**src/scfd_pkg.sv**
```systemverilog
// Types, codes and the CRC step shared by the frame decoder modules
`default_nettype none

package scfd_pkg;

    // Framing phase kept by the front end
    typedef enum logic [2:0] {
        PH_HUNT    = 3'd0,
        PH_LEN_HI  = 3'd1,
        PH_LEN_LO  = 3'd2,
        PH_PAYLOAD = 3'd3,
        PH_CRC_HI  = 3'd4,
        PH_CRC_LO  = 3'd5
    } t_phase;

    // Role of a de-stuffed byte handed from front to back
    typedef enum logic [2:0] {
        TK_LEN_HI  = 3'd0,
        TK_LEN_LO  = 3'd1,
        TK_LEN_BAD = 3'd2,
        TK_PAYLOAD = 3'd3,
        TK_CRC_HI  = 3'd4,
        TK_CRC_LO  = 3'd5
    } t_tok_kind;

    typedef struct packed {
        t_tok_kind  kind;
        logic [7:0] data;
    } t_token;

    localparam int TOKEN_W = $bits(t_token);

    typedef struct packed {
        logic [7:0]  start_byte;
        logic [7:0]  escape_byte;
        logic [7:0]  escape_mask;
        logic [15:0] max_payload;
    } t_cfg;

    // Configuration register indexes
    localparam logic [1:0] CFG_START_BYTE  = 2'd0;
    localparam logic [1:0] CFG_ESCAPE_BYTE = 2'd1;
    localparam logic [1:0] CFG_ESCAPE_MASK = 2'd2;
    localparam logic [1:0] CFG_MAX_PAYLOAD = 2'd3;

    localparam logic [7:0]  RST_START_BYTE  = 8'h7E;
    localparam logic [7:0]  RST_ESCAPE_BYTE = 8'h7D;
    localparam logic [7:0]  RST_ESCAPE_MASK = 8'h20;
    localparam logic [15:0] RST_MAX_PAYLOAD = 16'hFFFF;

    // Result item kinds and frame status codes
    localparam logic       KIND_PAYLOAD = 1'b0;
    localparam logic       KIND_STATUS  = 1'b1;
    localparam logic [1:0] ST_OK        = 2'd0;
    localparam logic [1:0] ST_CRC_ERR   = 2'd1;
    localparam logic [1:0] ST_TOO_LONG  = 2'd2;

    localparam logic [15:0] CRC_INIT = 16'hFFFF;
    localparam logic [15:0] CRC_POLY = 16'h1021;

    // One byte of CRC-16/CCITT-FALSE, MSB first
    function automatic logic [15:0] crc16_byte(input logic [15:0] crc_in,
                                               input logic [7:0]  b);
        logic [15:0] c;
        c = crc_in ^ {b, 8'h00};
        for (int k = 0; k < 8; k++) begin
            c = c[15] ? ({c[14:0], 1'b0} ^ CRC_POLY) : {c[14:0], 1'b0};
        end
        return c;
    endfunction

endpackage

`default_nettype wire

```
**src/scfd_channels.sv**
```systemverilog
// Handshake channels of the frame decoder: received bytes, results, configuration
`default_nettype none

interface scfd_rx_if;
    logic       valid;
    logic       ready;
    logic [7:0] rx_byte;

    modport source (output valid, output rx_byte, input ready);
    modport sink   (input valid, input rx_byte, output ready);
endinterface

interface scfd_res_if;
    logic        valid;
    logic        ready;
    logic        item_kind;
    logic [7:0]  data_byte;
    logic [1:0]  frame_status;
    logic [15:0] frame_length;
    logic        last;

    modport source (output valid, output item_kind, output data_byte,
                    output frame_status, output frame_length, output last,
                    input ready);
    modport sink   (input valid, input item_kind, input data_byte,
                    input frame_status, input frame_length, input last,
                    output ready);
endinterface

interface scfd_cfg_if;
    logic        valid;
    logic        ready;
    logic [1:0]  index;
    logic [15:0] data;

    modport source (output valid, output index, output data, input ready);
    modport sink   (input valid, input index, input data, output ready);
endinterface

`default_nettype wire

```
**src/scfd_fifo.sv**
```systemverilog
// Small flop-based queue between the framing front end and the back end
`default_nettype none

module scfd_fifo #(
    parameter int WIDTH = 11,
    parameter int DEPTH = 2
) (
    input  logic             i_clk,
    input  logic             i_rst_n,
    input  logic             i_push,
    input  logic [WIDTH-1:0] i_data,
    output logic             o_full,
    input  logic             i_pop,
    output logic [WIDTH-1:0] o_data,
    output logic             o_valid
);
    localparam int PTR_W = (DEPTH > 1) ? $clog2(DEPTH) : 1;
    localparam int CNT_W = $clog2(DEPTH + 1);

    logic [WIDTH-1:0] r_mem [DEPTH];
    logic [PTR_W-1:0] r_wr, n_wr;
    logic [PTR_W-1:0] r_rd, n_rd;
    logic [CNT_W-1:0] r_count, n_count;
    logic             do_push;
    logic             do_pop;

    assign o_full  = (r_count == CNT_W'(DEPTH));
    assign o_valid = (r_count != '0);
    assign o_data  = r_mem[r_rd];
    assign do_push = i_push && !o_full;
    assign do_pop  = i_pop && o_valid;

    always_comb begin
        n_wr    = r_wr;
        n_rd    = r_rd;
        n_count = r_count;
        if (do_push) begin
            n_wr = (r_wr == PTR_W'(DEPTH - 1)) ? '0 : r_wr + 1'b1;
        end
        if (do_pop) begin
            n_rd = (r_rd == PTR_W'(DEPTH - 1)) ? '0 : r_rd + 1'b1;
        end
        case ({do_push, do_pop})
            2'b10:   n_count = r_count + 1'b1;
            2'b01:   n_count = r_count - 1'b1;
            default: n_count = r_count;
        endcase
    end

    always_ff @(posedge i_clk) begin
        if (!i_rst_n) begin
            r_wr    <= '0;
            r_rd    <= '0;
            r_count <= '0;
        end else begin
            r_wr    <= n_wr;
            r_rd    <= n_rd;
            r_count <= n_count;
        end
    end

    always_ff @(posedge i_clk) begin
        if (do_push) begin
            r_mem[r_wr] <= i_data;
        end
    end

endmodule

`default_nettype wire

```
**src/scfd_front.sv**
```systemverilog
// Front end: start hunting, escape removal, length check and byte tagging
`default_nettype none

module scfd_front (
    input  logic            i_clk,
    input  logic            i_rst_n,
    input  scfd_pkg::t_cfg  i_cfg,
    scfd_rx_if.sink         i_rx,
    input  logic            i_q_full,
    output logic            o_push,
    output scfd_pkg::t_token o_token
);
    import scfd_pkg::*;

    t_phase      r_phase, n_phase;
    logic        r_esc, n_esc;
    logic [7:0]  r_len_hi, n_len_hi;
    logic [15:0] r_remaining, n_remaining;
    logic        accept;
    logic        have_byte;
    logic [7:0]  b;
    logic [15:0] len_full;

    assign i_rx.ready = !i_q_full;
    assign accept     = i_rx.valid && !i_q_full;
    assign b          = r_esc ? (i_rx.rx_byte ^ i_cfg.escape_mask) : i_rx.rx_byte;
    assign have_byte  = r_esc || (i_rx.rx_byte != i_cfg.escape_byte);
    assign len_full   = {r_len_hi, b};

    always_comb begin
        n_phase       = r_phase;
        n_esc         = r_esc;
        n_len_hi      = r_len_hi;
        n_remaining   = r_remaining;
        o_push        = 1'b0;
        o_token.kind  = TK_PAYLOAD;
        o_token.data  = b;
        if (accept) begin
            if (r_phase inside {PH_LEN_HI, PH_LEN_LO, PH_PAYLOAD, PH_CRC_HI, PH_CRC_LO}) begin
                // an escaped escape byte is data, never a second escape
                n_esc = !r_esc && (i_rx.rx_byte == i_cfg.escape_byte);
                if (have_byte) begin
                    o_push = 1'b1;
                    case (r_phase)
                        PH_LEN_HI: begin
                            o_token.kind = TK_LEN_HI;
                            n_len_hi     = b;
                            n_phase      = PH_LEN_LO;
                        end
                        PH_LEN_LO: begin
                            if (len_full > i_cfg.max_payload) begin
                                o_token.kind = TK_LEN_BAD;
                                n_phase      = PH_HUNT;
                            end else begin
                                o_token.kind = TK_LEN_LO;
                                n_remaining  = len_full;
                                n_phase      = (len_full == 16'd0) ? PH_CRC_HI : PH_PAYLOAD;
                            end
                        end
                        PH_PAYLOAD: begin
                            o_token.kind = TK_PAYLOAD;
                            n_remaining  = r_remaining - 16'd1;
                            if (r_remaining == 16'd1) begin
                                n_phase = PH_CRC_HI;
                            end
                        end
                        PH_CRC_HI: begin
                            o_token.kind = TK_CRC_HI;
                            n_phase      = PH_CRC_LO;
                        end
                        default: begin
                            o_token.kind = TK_CRC_LO;
                            n_phase      = PH_HUNT;
                        end
                    endcase
                end
            end else begin
                // hunting: drop everything but the start byte
                n_phase = PH_HUNT;
                if (i_rx.rx_byte == i_cfg.start_byte) begin
                    n_phase = PH_LEN_HI;
                    n_esc   = 1'b0;
                end
            end
        end
    end

    always_ff @(posedge i_clk) begin
        if (!i_rst_n) begin
            r_phase <= PH_HUNT;
            r_esc   <= 1'b0;
        end else begin
            r_phase <= n_phase;
            r_esc   <= n_esc;
        end
    end

    always_ff @(posedge i_clk) begin
        r_len_hi    <= n_len_hi;
        r_remaining <= n_remaining;
    end

endmodule

`default_nettype wire

```
**src/scfd_back.sv**
```systemverilog
// Back end: CRC accumulation, result building and the output register
`default_nettype none

module scfd_back (
    input  logic             i_clk,
    input  logic             i_rst_n,
    input  logic             i_q_valid,
    input  scfd_pkg::t_token i_token,
    output logic             o_pop,
    scfd_res_if.source       o_res
);
    import scfd_pkg::*;

    logic [15:0] r_len, n_len;
    logic [15:0] r_crc, n_crc;
    logic [7:0]  r_crc_hi, n_crc_hi;
    logic        r_valid, n_valid;
    logic        r_kind, n_kind;
    logic [7:0]  r_data, n_data;
    logic [1:0]  r_status, n_status;
    logic [15:0] r_flen, n_flen;
    logic        emits;
    logic        out_free;
    logic [15:0] crc_next;

    assign emits    = (i_token.kind == TK_LEN_BAD) || (i_token.kind == TK_PAYLOAD)
                   || (i_token.kind == TK_CRC_LO);
    assign out_free = !r_valid || o_res.ready;
    assign o_pop    = i_q_valid && (!emits || out_free);
    // restart the CRC on the first length byte of each frame
    assign crc_next = crc16_byte((i_token.kind == TK_LEN_HI) ? CRC_INIT : r_crc,
                                 i_token.data);

    always_comb begin
        n_len    = r_len;
        n_crc    = r_crc;
        n_crc_hi = r_crc_hi;
        n_valid  = r_valid && !o_res.ready;
        n_kind   = r_kind;
        n_data   = r_data;
        n_status = r_status;
        n_flen   = r_flen;
        if (o_pop) begin
            case (i_token.kind)
                TK_LEN_HI: begin
                    n_len = {i_token.data, r_len[7:0]};
                    n_crc = crc_next;
                end
                TK_LEN_LO: begin
                    n_len = {r_len[15:8], i_token.data};
                    n_crc = crc_next;
                end
                TK_LEN_BAD: begin
                    n_valid  = 1'b1;
                    n_kind   = KIND_STATUS;
                    n_data   = 8'd0;
                    n_status = ST_TOO_LONG;
                    n_flen   = {r_len[15:8], i_token.data};
                end
                TK_PAYLOAD: begin
                    n_crc    = crc_next;
                    n_valid  = 1'b1;
                    n_kind   = KIND_PAYLOAD;
                    n_data   = i_token.data;
                    n_status = ST_OK;
                    n_flen   = r_len;
                end
                TK_CRC_HI: begin
                    n_crc_hi = i_token.data;
                end
                TK_CRC_LO: begin
                    n_valid  = 1'b1;
                    n_kind   = KIND_STATUS;
                    n_data   = 8'd0;
                    n_status = ({r_crc_hi, i_token.data} == r_crc) ? ST_OK : ST_CRC_ERR;
                    n_flen   = r_len;
                end
                default: begin
                    n_len = r_len;
                end
            endcase
        end
    end

    always_ff @(posedge i_clk) begin
        if (!i_rst_n) begin
            r_valid <= 1'b0;
        end else begin
            r_valid <= n_valid;
        end
    end

    always_ff @(posedge i_clk) begin
        r_len    <= n_len;
        r_crc    <= n_crc;
        r_crc_hi <= n_crc_hi;
        r_kind   <= n_kind;
        r_data   <= n_data;
        r_status <= n_status;
        r_flen   <= n_flen;
    end

    assign o_res.valid        = r_valid;
    assign o_res.item_kind    = r_kind;
    assign o_res.data_byte    = r_data;
    assign o_res.frame_status = r_status;
    assign o_res.frame_length = r_flen;
    assign o_res.last         = r_kind;

endmodule

`default_nettype wire

```
**src/stuffed_crc_frame_decoder_unit.sv**
```systemverilog
// Top level: byte-stuffed frame decoder with CRC-16 check
// A result is registered in the output register after its byte has passed the token queue.
// Throughput: one received byte per cycle, set by the one-byte CRC update in the back end.
// The front stalls only when the token queue (QUEUE_DEPTH entries) is full.
// Reset: phase returns to hunting, queue and output register empty, config takes defaults.
// No clearing pass after reset; configuration writes are taken in every cycle.
`default_nettype none

module stuffed_crc_frame_decoder_unit #(
    parameter int QUEUE_DEPTH = 2
) (
    input  logic       i_clk,
    input  logic       i_rst_n,
    scfd_rx_if.sink    i_rx,
    scfd_res_if.source o_res,
    scfd_cfg_if.sink   i_cfg
);
    import scfd_pkg::*;

    t_cfg               r_cfg, n_cfg;
    logic               q_push;
    t_token             push_token;
    logic               q_full;
    logic               q_pop;
    logic [TOKEN_W-1:0] q_data;
    logic               q_valid;
    t_token             head_token;

    assign i_cfg.ready = 1'b1;

    always_comb begin
        n_cfg = r_cfg;
        if (i_cfg.valid) begin
            case (i_cfg.index)
                CFG_START_BYTE:  n_cfg.start_byte  = i_cfg.data[7:0];
                CFG_ESCAPE_BYTE: n_cfg.escape_byte = i_cfg.data[7:0];
                CFG_ESCAPE_MASK: n_cfg.escape_mask = i_cfg.data[7:0];
                CFG_MAX_PAYLOAD: n_cfg.max_payload = i_cfg.data;
                default:         n_cfg = r_cfg;
            endcase
        end
    end

    always_ff @(posedge i_clk) begin
        if (!i_rst_n) begin
            r_cfg.start_byte  <= RST_START_BYTE;
            r_cfg.escape_byte <= RST_ESCAPE_BYTE;
            r_cfg.escape_mask <= RST_ESCAPE_MASK;
            r_cfg.max_payload <= RST_MAX_PAYLOAD;
        end else begin
            r_cfg <= n_cfg;
        end
    end

    scfd_front u_front (
        .i_clk    (i_clk),
        .i_rst_n  (i_rst_n),
        .i_cfg    (r_cfg),
        .i_rx     (i_rx),
        .i_q_full (q_full),
        .o_push   (q_push),
        .o_token  (push_token)
    );

    scfd_fifo #(
        .WIDTH (TOKEN_W),
        .DEPTH (QUEUE_DEPTH)
    ) u_queue (
        .i_clk   (i_clk),
        .i_rst_n (i_rst_n),
        .i_push  (q_push),
        .i_data  (push_token),
        .o_full  (q_full),
        .i_pop   (q_pop),
        .o_data  (q_data),
        .o_valid (q_valid)
    );

    assign head_token = t_token'(q_data);

    scfd_back u_back (
        .i_clk     (i_clk),
        .i_rst_n   (i_rst_n),
        .i_q_valid (q_valid),
        .i_token   (head_token),
        .o_pop     (q_pop),
        .o_res     (o_res)
    );

endmodule

`default_nettype wire

```
**src/flat_wrapper.sv**
```systemverilog
// flat-port wrapper written by rule: the top's interface ports become plain ports
module stuffed_crc_frame_decoder_unit_flat import scfd_pkg::*;
#(
    parameter int QUEUE_DEPTH = 2
)
  (i_clk, i_rst_n, i_rx_valid, i_rx_rx_byte, i_rx_ready, o_res_valid, o_res_item_kind, o_res_data_byte, o_res_frame_status, o_res_frame_length, o_res_last, o_res_ready, i_cfg_valid, i_cfg_index, i_cfg_data, i_cfg_ready);
  scfd_rx_if i_rx_i ();
  scfd_res_if o_res_i ();
  scfd_cfg_if i_cfg_i ();
  input  logic i_clk;
  input  logic i_rst_n;
  input wire logic [$bits(i_rx_i.valid)-1:0] i_rx_valid;
  input wire logic [$bits(i_rx_i.rx_byte)-1:0] i_rx_rx_byte;
  output wire logic [$bits(i_rx_i.ready)-1:0] i_rx_ready;
  output wire logic [$bits(o_res_i.valid)-1:0] o_res_valid;
  output wire logic [$bits(o_res_i.item_kind)-1:0] o_res_item_kind;
  output wire logic [$bits(o_res_i.data_byte)-1:0] o_res_data_byte;
  output wire logic [$bits(o_res_i.frame_status)-1:0] o_res_frame_status;
  output wire logic [$bits(o_res_i.frame_length)-1:0] o_res_frame_length;
  output wire logic [$bits(o_res_i.last)-1:0] o_res_last;
  input wire logic [$bits(o_res_i.ready)-1:0] o_res_ready;
  input wire logic [$bits(i_cfg_i.valid)-1:0] i_cfg_valid;
  input wire logic [$bits(i_cfg_i.index)-1:0] i_cfg_index;
  input wire logic [$bits(i_cfg_i.data)-1:0] i_cfg_data;
  output wire logic [$bits(i_cfg_i.ready)-1:0] i_cfg_ready;
  assign i_rx_i.valid = i_rx_valid;
  assign i_rx_i.rx_byte = i_rx_rx_byte;
  assign i_rx_ready = i_rx_i.ready;
  assign o_res_valid = o_res_i.valid;
  assign o_res_item_kind = o_res_i.item_kind;
  assign o_res_data_byte = o_res_i.data_byte;
  assign o_res_frame_status = o_res_i.frame_status;
  assign o_res_frame_length = o_res_i.frame_length;
  assign o_res_last = o_res_i.last;
  assign o_res_i.ready = o_res_ready;
  assign i_cfg_i.valid = i_cfg_valid;
  assign i_cfg_i.index = i_cfg_index;
  assign i_cfg_i.data = i_cfg_data;
  assign i_cfg_ready = i_cfg_i.ready;
  stuffed_crc_frame_decoder_unit #(.QUEUE_DEPTH(QUEUE_DEPTH)) u_core (.i_clk(i_clk), .i_rst_n(i_rst_n), .i_rx(i_rx_i), .o_res(o_res_i), .i_cfg(i_cfg_i));
endmodule
```
**config.mk**
```make
export PLATFORM = sky130hd
export DESIGN_NAME = stuffed_crc_frame_decoder_unit_flat
export DESIGN_NICKNAME = d
export VERILOG_FILES = /design/src/scfd_pkg.sv /design/src/scfd_channels.sv /design/src/scfd_fifo.sv /design/src/scfd_front.sv /design/src/scfd_back.sv /design/src/stuffed_crc_frame_decoder_unit.sv /design/src/flat_wrapper.sv
export SDC_FILE = /design/constraint.sdc
export NUM_CORES = 1
export LEC_CHECK = 0
export ABC_CLOCK_PERIOD_IN_PS = 4370
export BUFFER_PORTS_ARGS = -buffer_cell sky130_fd_sc_hd__buf_4
export CAP_MARGIN = 20
export CORE_MARGIN = 2
export CORE_UTILIZATION = 55
export DETAILED_ROUTE_END_ITERATION = 12
export PLACE_DENSITY = 0.79
export SETUP_SLACK_MARGIN = 0.05
export SKIP_CTS_REPAIR_TIMING = 1
export SYNTH_ARGS = -nofsm -noshare
export SYNTH_HDL_FRONTEND = slang
export SYNTH_SLANG_ARGS = --single-unit
export TNS_END_PERCENT = 5
```
**constraint.sdc**
```tcl
create_clock -name i_clk -period 4.37 [get_ports i_clk]
set_clock_uncertainty 0.2 [all_clocks]
set_input_delay 0 -clock i_clk [delete_from_list [all_inputs] [get_ports i_clk]]
set_output_delay 0 -clock i_clk [all_outputs]
set_load 0.05 [all_outputs]
```
# After elaboration in Yosys (flattened, before gate mapping)

Memory sizes are Yosys's and may differ from the RTL's. A register that Yosys moved wholly into a read port is not among the register bits.
Index checks and enable logic that the tools add are counted.

Add/subtract/negate cells: 5
Equality and inequality tests: 24
Reductions and logical operators: 46
$lt $le $gt $ge: 1
Bitwise operators: 12
Muxes and demuxes: 44

Operator list:

| cell                  | number |
|---|---|
| $mux 13               | 8 |
| $pmux 16 s2           | 3 |
| $mux 16               | 2 |
| $mux 3                | 8 |
| $not 3->3             | 8 |
| $pmux 3 s4            | 2 |
| $reduce_and 2->1      | 10 |
| $eq 16x1->1 const B   | 1 |
| $eq 16x16->1          | 1 |
| $eq 8x8->1            | 2 |
| $gt 16x16->1          | 1 |
| $logic_not 16->1      | 1 |
| $pmux 8 s2            | 1 |
| $sub 16x1->16 const B | 1 |
| $xor 16x16->16        | 1 |
| $mux 1                | 15 |
| $eq 3x2->1 const B    | 4 |
| $eq 3x3->1 const B    | 4 |
| $reduce_bool 2->1     | 6 |
| $reduce_and 3->1      | 3 |
| $eq 2x2->1 const B    | 4 |
| $mux 8                | 1 |
| $ne 8x8->1            | 1 |
| $xor 8x8->8           | 1 |
| other kinds (23)      | 43 |

RAM bits: 22
Memories: 1
Flip-flop bits (word level): 140
Output and inout port bits: 31
Input port bits: 31
Logic and storage cells: 154

Memory list:

| memory               | words | bits a word | rd ports | clocked after memory_dff | write ports | RTL line        | text |
|---|---|---|---|---|---|---|---|
| u_core.u_queue.r_mem | 2     | 11          | 1        | 1                        | 1           | scfd_fifo.sv:20 | `logic [WIDTH-1:0] r_mem [DEPTH];` |

# Longest topological paths before layout

Gate-level depths: netlist of run 1.

Depth in word-level cells: 19
Mapped depth: 11
Depth with buffers taken out: 10

# Hierarchy

From an unflattened synthesis of run 1, not the netlist that was laid out.

Cells, all modules: 706
Area, all modules: 8,194.1 um2

By module, submodules not included:

| module                         | area an instance (um2) | cells each | instances | sequential area each (um2) |
|---|---|---|---|---|
| scfd_back                      | 3,022.9                | 201        | 1         | 2,031.9 |
| scfd_front                     | 2,509.9                | 281        | 1         | 800.8 |
| stuffed_crc_frame_decoder_unit | 1,632.8                | 164        | 1         | 800.8 |
| scfd_fifo                      | 1,028.5                | 60         | 1         | 760.7 |

# Least setup slack after synthesis of run 1

Ideal clock, no wire load.

Path type: reg-to-reg
From: reg u_core.u_front.r_esc
To: reg u_core.u_front.r_remaining[0] (enable)
Setup slack: 0.426 ns
Arrival time: 3.335 ns
Setup time: 0.409 ns
Cell stages (with the launch flop): 11
Period minus slack after synthesis: 3.944 ns
Path buffers: 1
Data required time: 3.761 ns
Cell sequence: dfxtp_1 > buf_2 > nand2_1 > xnor2_1 > ha_1 > a21oi_1 > o21ai_0 > a221o_1 > a2111oi_4 > nor3_1 > nor3_1

RTL lines:

| element                  | RTL line          | text |
|---|---|---|
| start: declaration       | scfd_front.sv:16  | `logic r_esc, n_esc;` |
| start signal: assignment | scfd_front.sv:94  | `r_esc <= n_esc;` |
| end signal: assignment   | scfd_front.sv:100 | `r_remaining <= n_remaining;` |
| end: declaration         | scfd_front.sv:18  | `logic [15:0] r_remaining, n_remaining;` |

==> results.py, run 1 <==
metrics = {
    "cts": {
        "cts_root_buf": "clkbuf_16",
        "numCtsBuffers": 17,
        "htreeDepth": 4,
        "clock_sinks": 163,
        "cts_tree": "done",
        "clockBufferDepth": 2,
        "clk_latency_ns": 0.44,
        "clk_pin_slew_ns": 0.08,
    },
    "timing": {
        "setup_violations": 0,
        "maxSlewHeadroom_pct": 27.67,
        "final_hold_viol_count": 0,
        "maxSlewViolCount": 0,
        "whs_ns": 0.1607,
        "setup_ws_ns": 0.7395,
        "setup_tns_ns": 0,
        "rsz0062_at_grt": "no",
        "worst_slew_pin_slew_ns": 1.077,
        "period_share_pct": 83.08,
        "min_period_ns": 3.631,
        "fmax_mhz": 275.4,
    },
    "run_status": {
        "outcome": "finished, final reports clean",
    },
    "floorplan": {
        "start_util_pct": 56.46,
        "num_io_pins": 62,
        "fp.dieH_um": 123.6,
        "rows": 43,
        "coreArea_sq_um": 13930,
        "dieArea_sq_um": 15280,
        "die_x_um": 123.6,
    },
    "flow_run": {
        "cap_violations": 0,
    },
    "routing": {
        "drc_errors": 0,
        "first_pass_iters": 5,
        "drt_iter0_drc": 504,
        "viasPerCell": 5.600,
        "route.detailed.wl_per_inst_um": 17.29,
        "vias": 5673,
        "antenna_left": 0,
        "finalWirelength_mm": 17.52,
    },
    "yosys": {
        "avgSynthCellArea_sq_um": 11.00,
        "ys.flop_type": "edfxtp_1",
        "synth-seq-cells": 163,
        "synthArstFlopShare_pct": 0,
        "yosys_warnings": 0,
        "mappedNetlistNets": 765,
        "synth_edf_count": 113,
        "synth_cell_type_count": 61,
        "synthCells": 715,
        "ys_seq_area_share_pct": 55.85,
        "syn-cell-area_sq_um": 7868,
    },
    "final_layout": {
        "layout_common_cells": "edfxtp_1 (113), nand2_1 (102), nor2_1 (69), buf_4 (66), xnor2_1 (59)",
        "area_delta_synth_final_pct": 20.99,
        "n_antenna_cell": 0,
        "fin_nets": 870,
        "drive_gt1_share_pct": 14.89,
        "final_common_cell": "edfxtp_1",
        "fin_util_pct": 68.31,
    },
    "pwr": {
        "leakagePower_nw": 3.569,
        "ir_drop_mv": 0.3148,
        "powerDensity_nw_per_um2": 388.8,
        "power.total_mw": 3.701,
    },
    "critical_path": {
        "worstSetupPathType": "flip-flop to flip-flop",
        "critPathRequiredTime_ns": 4.29,
        "worstSetupStartpointType": "flip-flop",
        "crit_fanout": 16,
        "end_kind": "flip-flop",
        "arrival_ns": 3.55,
    },
    "global_route": {
        "grt_pass1_wl_mm": 26.45,
        "grt_remaining_overflow": 0,
        "grt_usage_pct": 22.94,
        "antenna_found_initial": 0,
        "grt_max_degree": 53,
        "grt_pass1_vias": 5265,
    },
    "placed_design": {
        "dpl_worst_slack_ns": 0.8557,
        "gp_congestion": 0.9103,
        "hpwl_mm": 11.92,
        "portBuffers": 60,
    },
    "worst_hold_path": {
        "hp-class": "primary input to flip-flop",
    },
}
==> metal layers <==
layer	GRT usage [%]	part of all wire [%]	up-vias
met5	0	0	-
met4	9.801	3.1	0
met3	3.709	4.3	43
met2	40.83	52	198
met1	27.51	40	2703
li1	-	-	2729
==> sequential cells by signal, summed over array words and instances, names as in the netlist, 2 cells and up, named ones only <==
register / flops
u_core.r_cfg: 40
u_core.u_back.o_res.data_byte: 8
u_core.u_back.o_res.frame_length: 16
u_core.u_back.o_res.frame_status: 2
u_core.u_back.r_crc: 16
u_core.u_back.r_crc_hi: 8
u_core.u_back.r_len: 16
u_core.u_front.r_len_hi: 8
u_core.u_front.r_phase: 3
u_core.u_front.r_remaining: 16
u_core.u_queue.r_count: 2
u_core.u_queue.r_mem: 22
==> where the power goes <==
part	internal, mW	switching [mW]	total (mW)
Combinational	0.233	0.285	0.518
Clock	0.771	0.668	1.44
Sequential	1.72	0.0242	1.74
Total	2.72	0.977	3.70
==> metrics by stage <==
| step | instance area (sq um) | instances |
|---|---|---|
| after CTS | 9011 | 962 |
| after global placement | 8439 | 930 |
| final | 9519 | 1013 |
| after detailed placement | 8439 | 930 |
| after floorplan | 7868 | 715 |
| after global routing | 9519 | 1013 |
==> final cells by class <==
type	instances	area, sq um
timing repair buffer	116	996.0
tap	180	225.2
clock buffer	18	439.2
inverter	34	127.6
clock inverter	14	132.6
fill	999	4415
sequential	163	4394
multi-input combinational	488	3204
==> critical path, cell delays in order, from the launching register on <==
cell and delay [ns]:
dfxtp_1 0.61, nand2_1 0.13, xor2_1 0.24, inv_1 0.14, ha_1 0.36, a21oi_1 0.15, o21ai_0 0.11, a221o_1 0.36
a2111oi_4 0.48, nor3_1 0.12, nor3_2 0.14, buf_4 0.27
==> worst paths after layout <==
kind / from / endpoint / slack (ns) / depth (start not counted)
setup / recovery: u_core.u_front.r_esc / u_core.u_front.r_remaining[11] / 0.74 / 11
hold / removal: i_cfg_data[10] / u_core.r_cfg[10] / 0.16 / 4
setup reg to reg: u_core.u_front.r_esc / u_core.u_front.r_remaining[11] / 0.74 / 11
hold reg to reg: u_core.u_back.r_len[11] / u_core.u_back.o_res.frame_length[11] / 0.22 / 0
==> cell usage after synthesis (2+ instances only) <==
master	n	area [sq um]
a211oi_1	3	22.52
a21boi_0	13	97.59
a21o_1	6	45.04
a21oi_1	17	85.08
a22oi_1	5	37.54
and2_1	4	25.02
and3_1	5	31.28
and4_1	4	35.03
buf_2	7	35.03
buf_4	2	15.01
buf_6	3	33.78
clkbuf_1	18	67.56
dfxtp_1	50	1001
edfxtp_1	113	3393
ha_1	19	237.7
inv_1	30	112.6
inv_2	4	15.01
mux2_1	8	90.09
mux2_2	3	33.78
mux2i_1	5	50.05
mux2i_2	5	68.82
mux2i_4	2	45.04
nand2_1	102	382.9
nand2b_1	3	18.77
nand3_1	18	90.09
nand3b_1	4	30.03
nand4_1	8	50.05
nor2_1	69	259.0
nor2b_1	5	31.28
nor3_1	15	75.07
nor4_1	11	68.82
o211ai_1	19	142.6
o21a_1	2	15.01
o21ai_0	7	35.03
o21ai_1	10	50.05
o22ai_1	3	18.77
o31a_1	2	17.52
or3_1	2	12.51
xnor2_1	59	516.8
xnor2_2	4	65.06
xor2_1	26	227.7
==> cells by family (layout without fill, tap and decap cells) <==
logic type | after synthesis | count (layout) | share of synthesized area [%]
other | 1 | 1 | 0.04766
xor gates and xnor gates | 89 | 89 | 10.29
adders and majority gates | 19 | 19 | 3.022
buffers and inverters | 64 | 182 | 3.546
and+or+nand+nor | 258 | 258 | 14.95
DFF | 163 | 163 | 55.85
AOI/OAI and AO/OA | 98 | 98 | 8.636
muxes | 23 | 23 | 3.658
(Power assumes the default switching activity.)
==> inputs of run 2 (changes only) <==
Settings changed: ABC_CLOCK_PERIOD_IN_PS 4370 to 3100, CORE_UTILIZATION 55 to 54, PLACE_DENSITY 0.79 to 0.81.
Clock period 4.37 ns to 3.1 ns, I/O delays scaled along.
==> run 2 against run 1 <==
Compared with the run above: count of clock-buffer cells in the layout rose by 1; critical path depth did not move; critical endpoint is now u_core.u_front.r_remaining[9]; largest cell class unchanged; total power rose by 43%.
==> results.py, run 2 (same netlist as run 1, synthesis figures left out) <==
metrics = {
    "global_route": {
        "antenna_found_initial": 0,
        "grt_pass1_wl_mm": 27.57,
        "grt_usage_pct": 22.55,
        "grt_remaining_overflow": 0,
        "grt_max_degree": 53,
        "grt_pass1_vias": 5595,
    },
    "pwr": {
        "powerDensity_nw_per_um2": 534.5,
        "leakagePower_nw": 3.739,
        "ir_drop_mv": 0.3861,
    },
    "final_layout": {
        "final_common_cell": "edfxtp_1",
        "multi_input_area_sq_um": 3357,
        "largest_reg_flops": 40,
        "layout_common_cells": "edfxtp_1 (113), nand2_1 (98), buf_4 (84), nor2_1 (69), xnor2_1 (54)",
        "nFillCells": 979,
        "drive_gt1_share_pct": 19.37,
        "fin_nets": 894,
        "top_register": "u_core.r_cfg",
        "top_regs": "u_core.r_cfg x40, u_core.u_queue.r_mem x22",
        "fin_util_pct": 68.99,
        "area_delta_synth_final_pct": 26.00,
        "regArea_sq_um": 4400,
        "n_antenna_cell": 0,
        "design_area_sq_um": 9913,
    },
    "routing": {
        "drt_iter0_drc": 524,
        "drc_errors": 0,
        "first_pass_iters": 5,
        "vias": 5875,
        "route.detailed.wl_per_inst_um": 17.49,
        "viasPerCell": 5.644,
        "finalWirelength_mm": 18.21,
        "antenna_left": 0,
    },
    "flow_run": {
        "cap_violations": 0,
    },
    "critical_path": {
        "end_kind": "flip-flop",
        "critPathRequiredTime_ns": 3.05,
        "arrival_ns": 3.01,
        "crit_chain": "nand2_4, xor2_4, inv_2, ha_4, a21oi_2, o21ai_2, a221o_1, a2111oi_4, nor3_2, nor3_4, clkbuf_16",
        "critPathMaxStageDelay_ns": 0.43,
        "r2r_slack_ns": 0.04,
        "worstSetupPathType": "flip-flop to flip-flop",
        "cp_slowest_cell": "dfxtp_4",
        "worstSetupStartpointType": "flip-flop",
        "crit_fanout": 8,
        "timing.rr.end": "u_core.u_front.r_remaining[9]",
        "cp_top_family": "compound AO/OA/AOI/OAI gates",
        "r2r-start": "u_core.u_front.r_esc",
        "path_buf_inv": 2,
        "r2r.worst_path.cells": 11,
    },
    "floorplan": {
        "num_io_pins": 62,
        "rows": 44,
        "start_util_pct": 54.75,
        "fp.dieH_um": 124.7,
        "dieArea_sq_um": 15550,
        "coreArea_sq_um": 14370,
        "die_x_um": 124.7,
    },
    "worst_hold_path": {
        "hold_path.startpoint": "i_cfg_data[11]",
        "hp-class": "primary input to flip-flop",
        "holdPathEnd": "u_core.r_cfg[11]",
        "holdPathStages": 4,
    },
    "placed_design": {
        "dpl_worst_slack_ns": -0.03667,
        "hpwl_mm": 12.19,
        "portBuffers": 60,
        "place_area_sq_um": 8613,
        "gp_congestion": 0.8514,
    },
    "timing": {
        "setup_violations": 0,
        "whs_ns": 0.1734,
        "setup_tns_ns": 0,
        "maxSlewHeadroom_pct": 29.68,
        "maxSlewViolCount": 0,
        "min_period_ns": 3.061,
        "final_hold_viol_count": 0,
        "worst_slew_pin_slew_ns": 1.055,
        "period_share_pct": 98.76,
        "fmax_mhz": 326.6,
        "setup_ws_ns": 0.03850,
    },
    "cts": {
        "numCtsBuffers": 17,
        "clockBufferDepth": 2,
        "clk_pin_slew_ns": 0.06,
        "cts_root_buf": "clkbuf_16",
        "htreeDepth": 4,
        "clock_sinks": 163,
        "clk_latency_ns": 0.43,
        "cts_tree": "done",
    },
    "run_status": {
        "outcome": "finished, final reports clean",
    },
}
[run 2: metal layers]
layer  wire, um  track usage (%)  up-vias
met5          0                0        -
met1       7222            27.18     2792
met3        984            4.510       59
li1           -                -     2769
met4        642            11.70        0
met2       9360            38.35      255
[run 2: worst reg2reg max path, stage by stage, from the launching register on]
cell,delay [ns]
dfxtp_4,0.43
nand2_4,0.09
xor2_4,0.16
inv_2,0.11
ha_4,0.22
a21oi_2,0.14
o21ai_2,0.08
a221o_1,0.35
a2111oi_4,0.43
nor3_2,0.11
nor3_4,0.26
clkbuf_16,0.22
[run 2: metrics by stage]
| step | instances | power [mW] |
|---|---|---|
| 4_1_cts | 979 | 5.233 |
| 3_5_place_dp | 947 | 3.205 |
| 2_1_floorplan | 715 | 3.021 |
| 5_1_grt | 1041 | 5.477 |
| 3_3_place_gp | 947 | 3.174 |
| 6_report | 1041 | 5.298 |
[run 2: final cells by class]
cell class | count | share of cell area [%]
Multi-Input combinational cell | 488 | 33.86
Clock inverter | 13 | 1.287
Clock buffer | 19 | 4.569
Timing Repair Buffer | 140 | 12.28
Tap cell | 184 | 2.322
Sequential cell | 163 | 44.39
Inverter | 34 | 1.287
[run 2: how the worst max path moves through the flow]
stage / to / cells past startpoint / startpoint
floorplan: u_core.u_front.r_remaining[0] / 10 / u_core.u_front.r_esc
global placement: u_core.u_front.r_remaining[15] / 11 / u_core.u_front.r_esc
detailed placement: u_core.u_front.r_remaining[13] / 11 / u_core.u_front.r_esc
CTS: u_core.u_front.r_remaining[9] / 11 / u_core.u_front.r_esc
global route: u_core.u_front.r_remaining[0] / 11 / u_core.u_front.r_esc
finish: u_core.u_front.r_remaining[9] / 11 / u_core.u_front.r_esc
[run 2: power by group]
| group | switching, mW | leakage, nW | internal [mW] |
|---|---|---|---|
| Clock | 0.897 | 0.272 | 1.16 |
| Sequential | 0.0430 | 1.47 | 2.42 |
| Combinational | 0.417 | 2.00 | 0.357 |
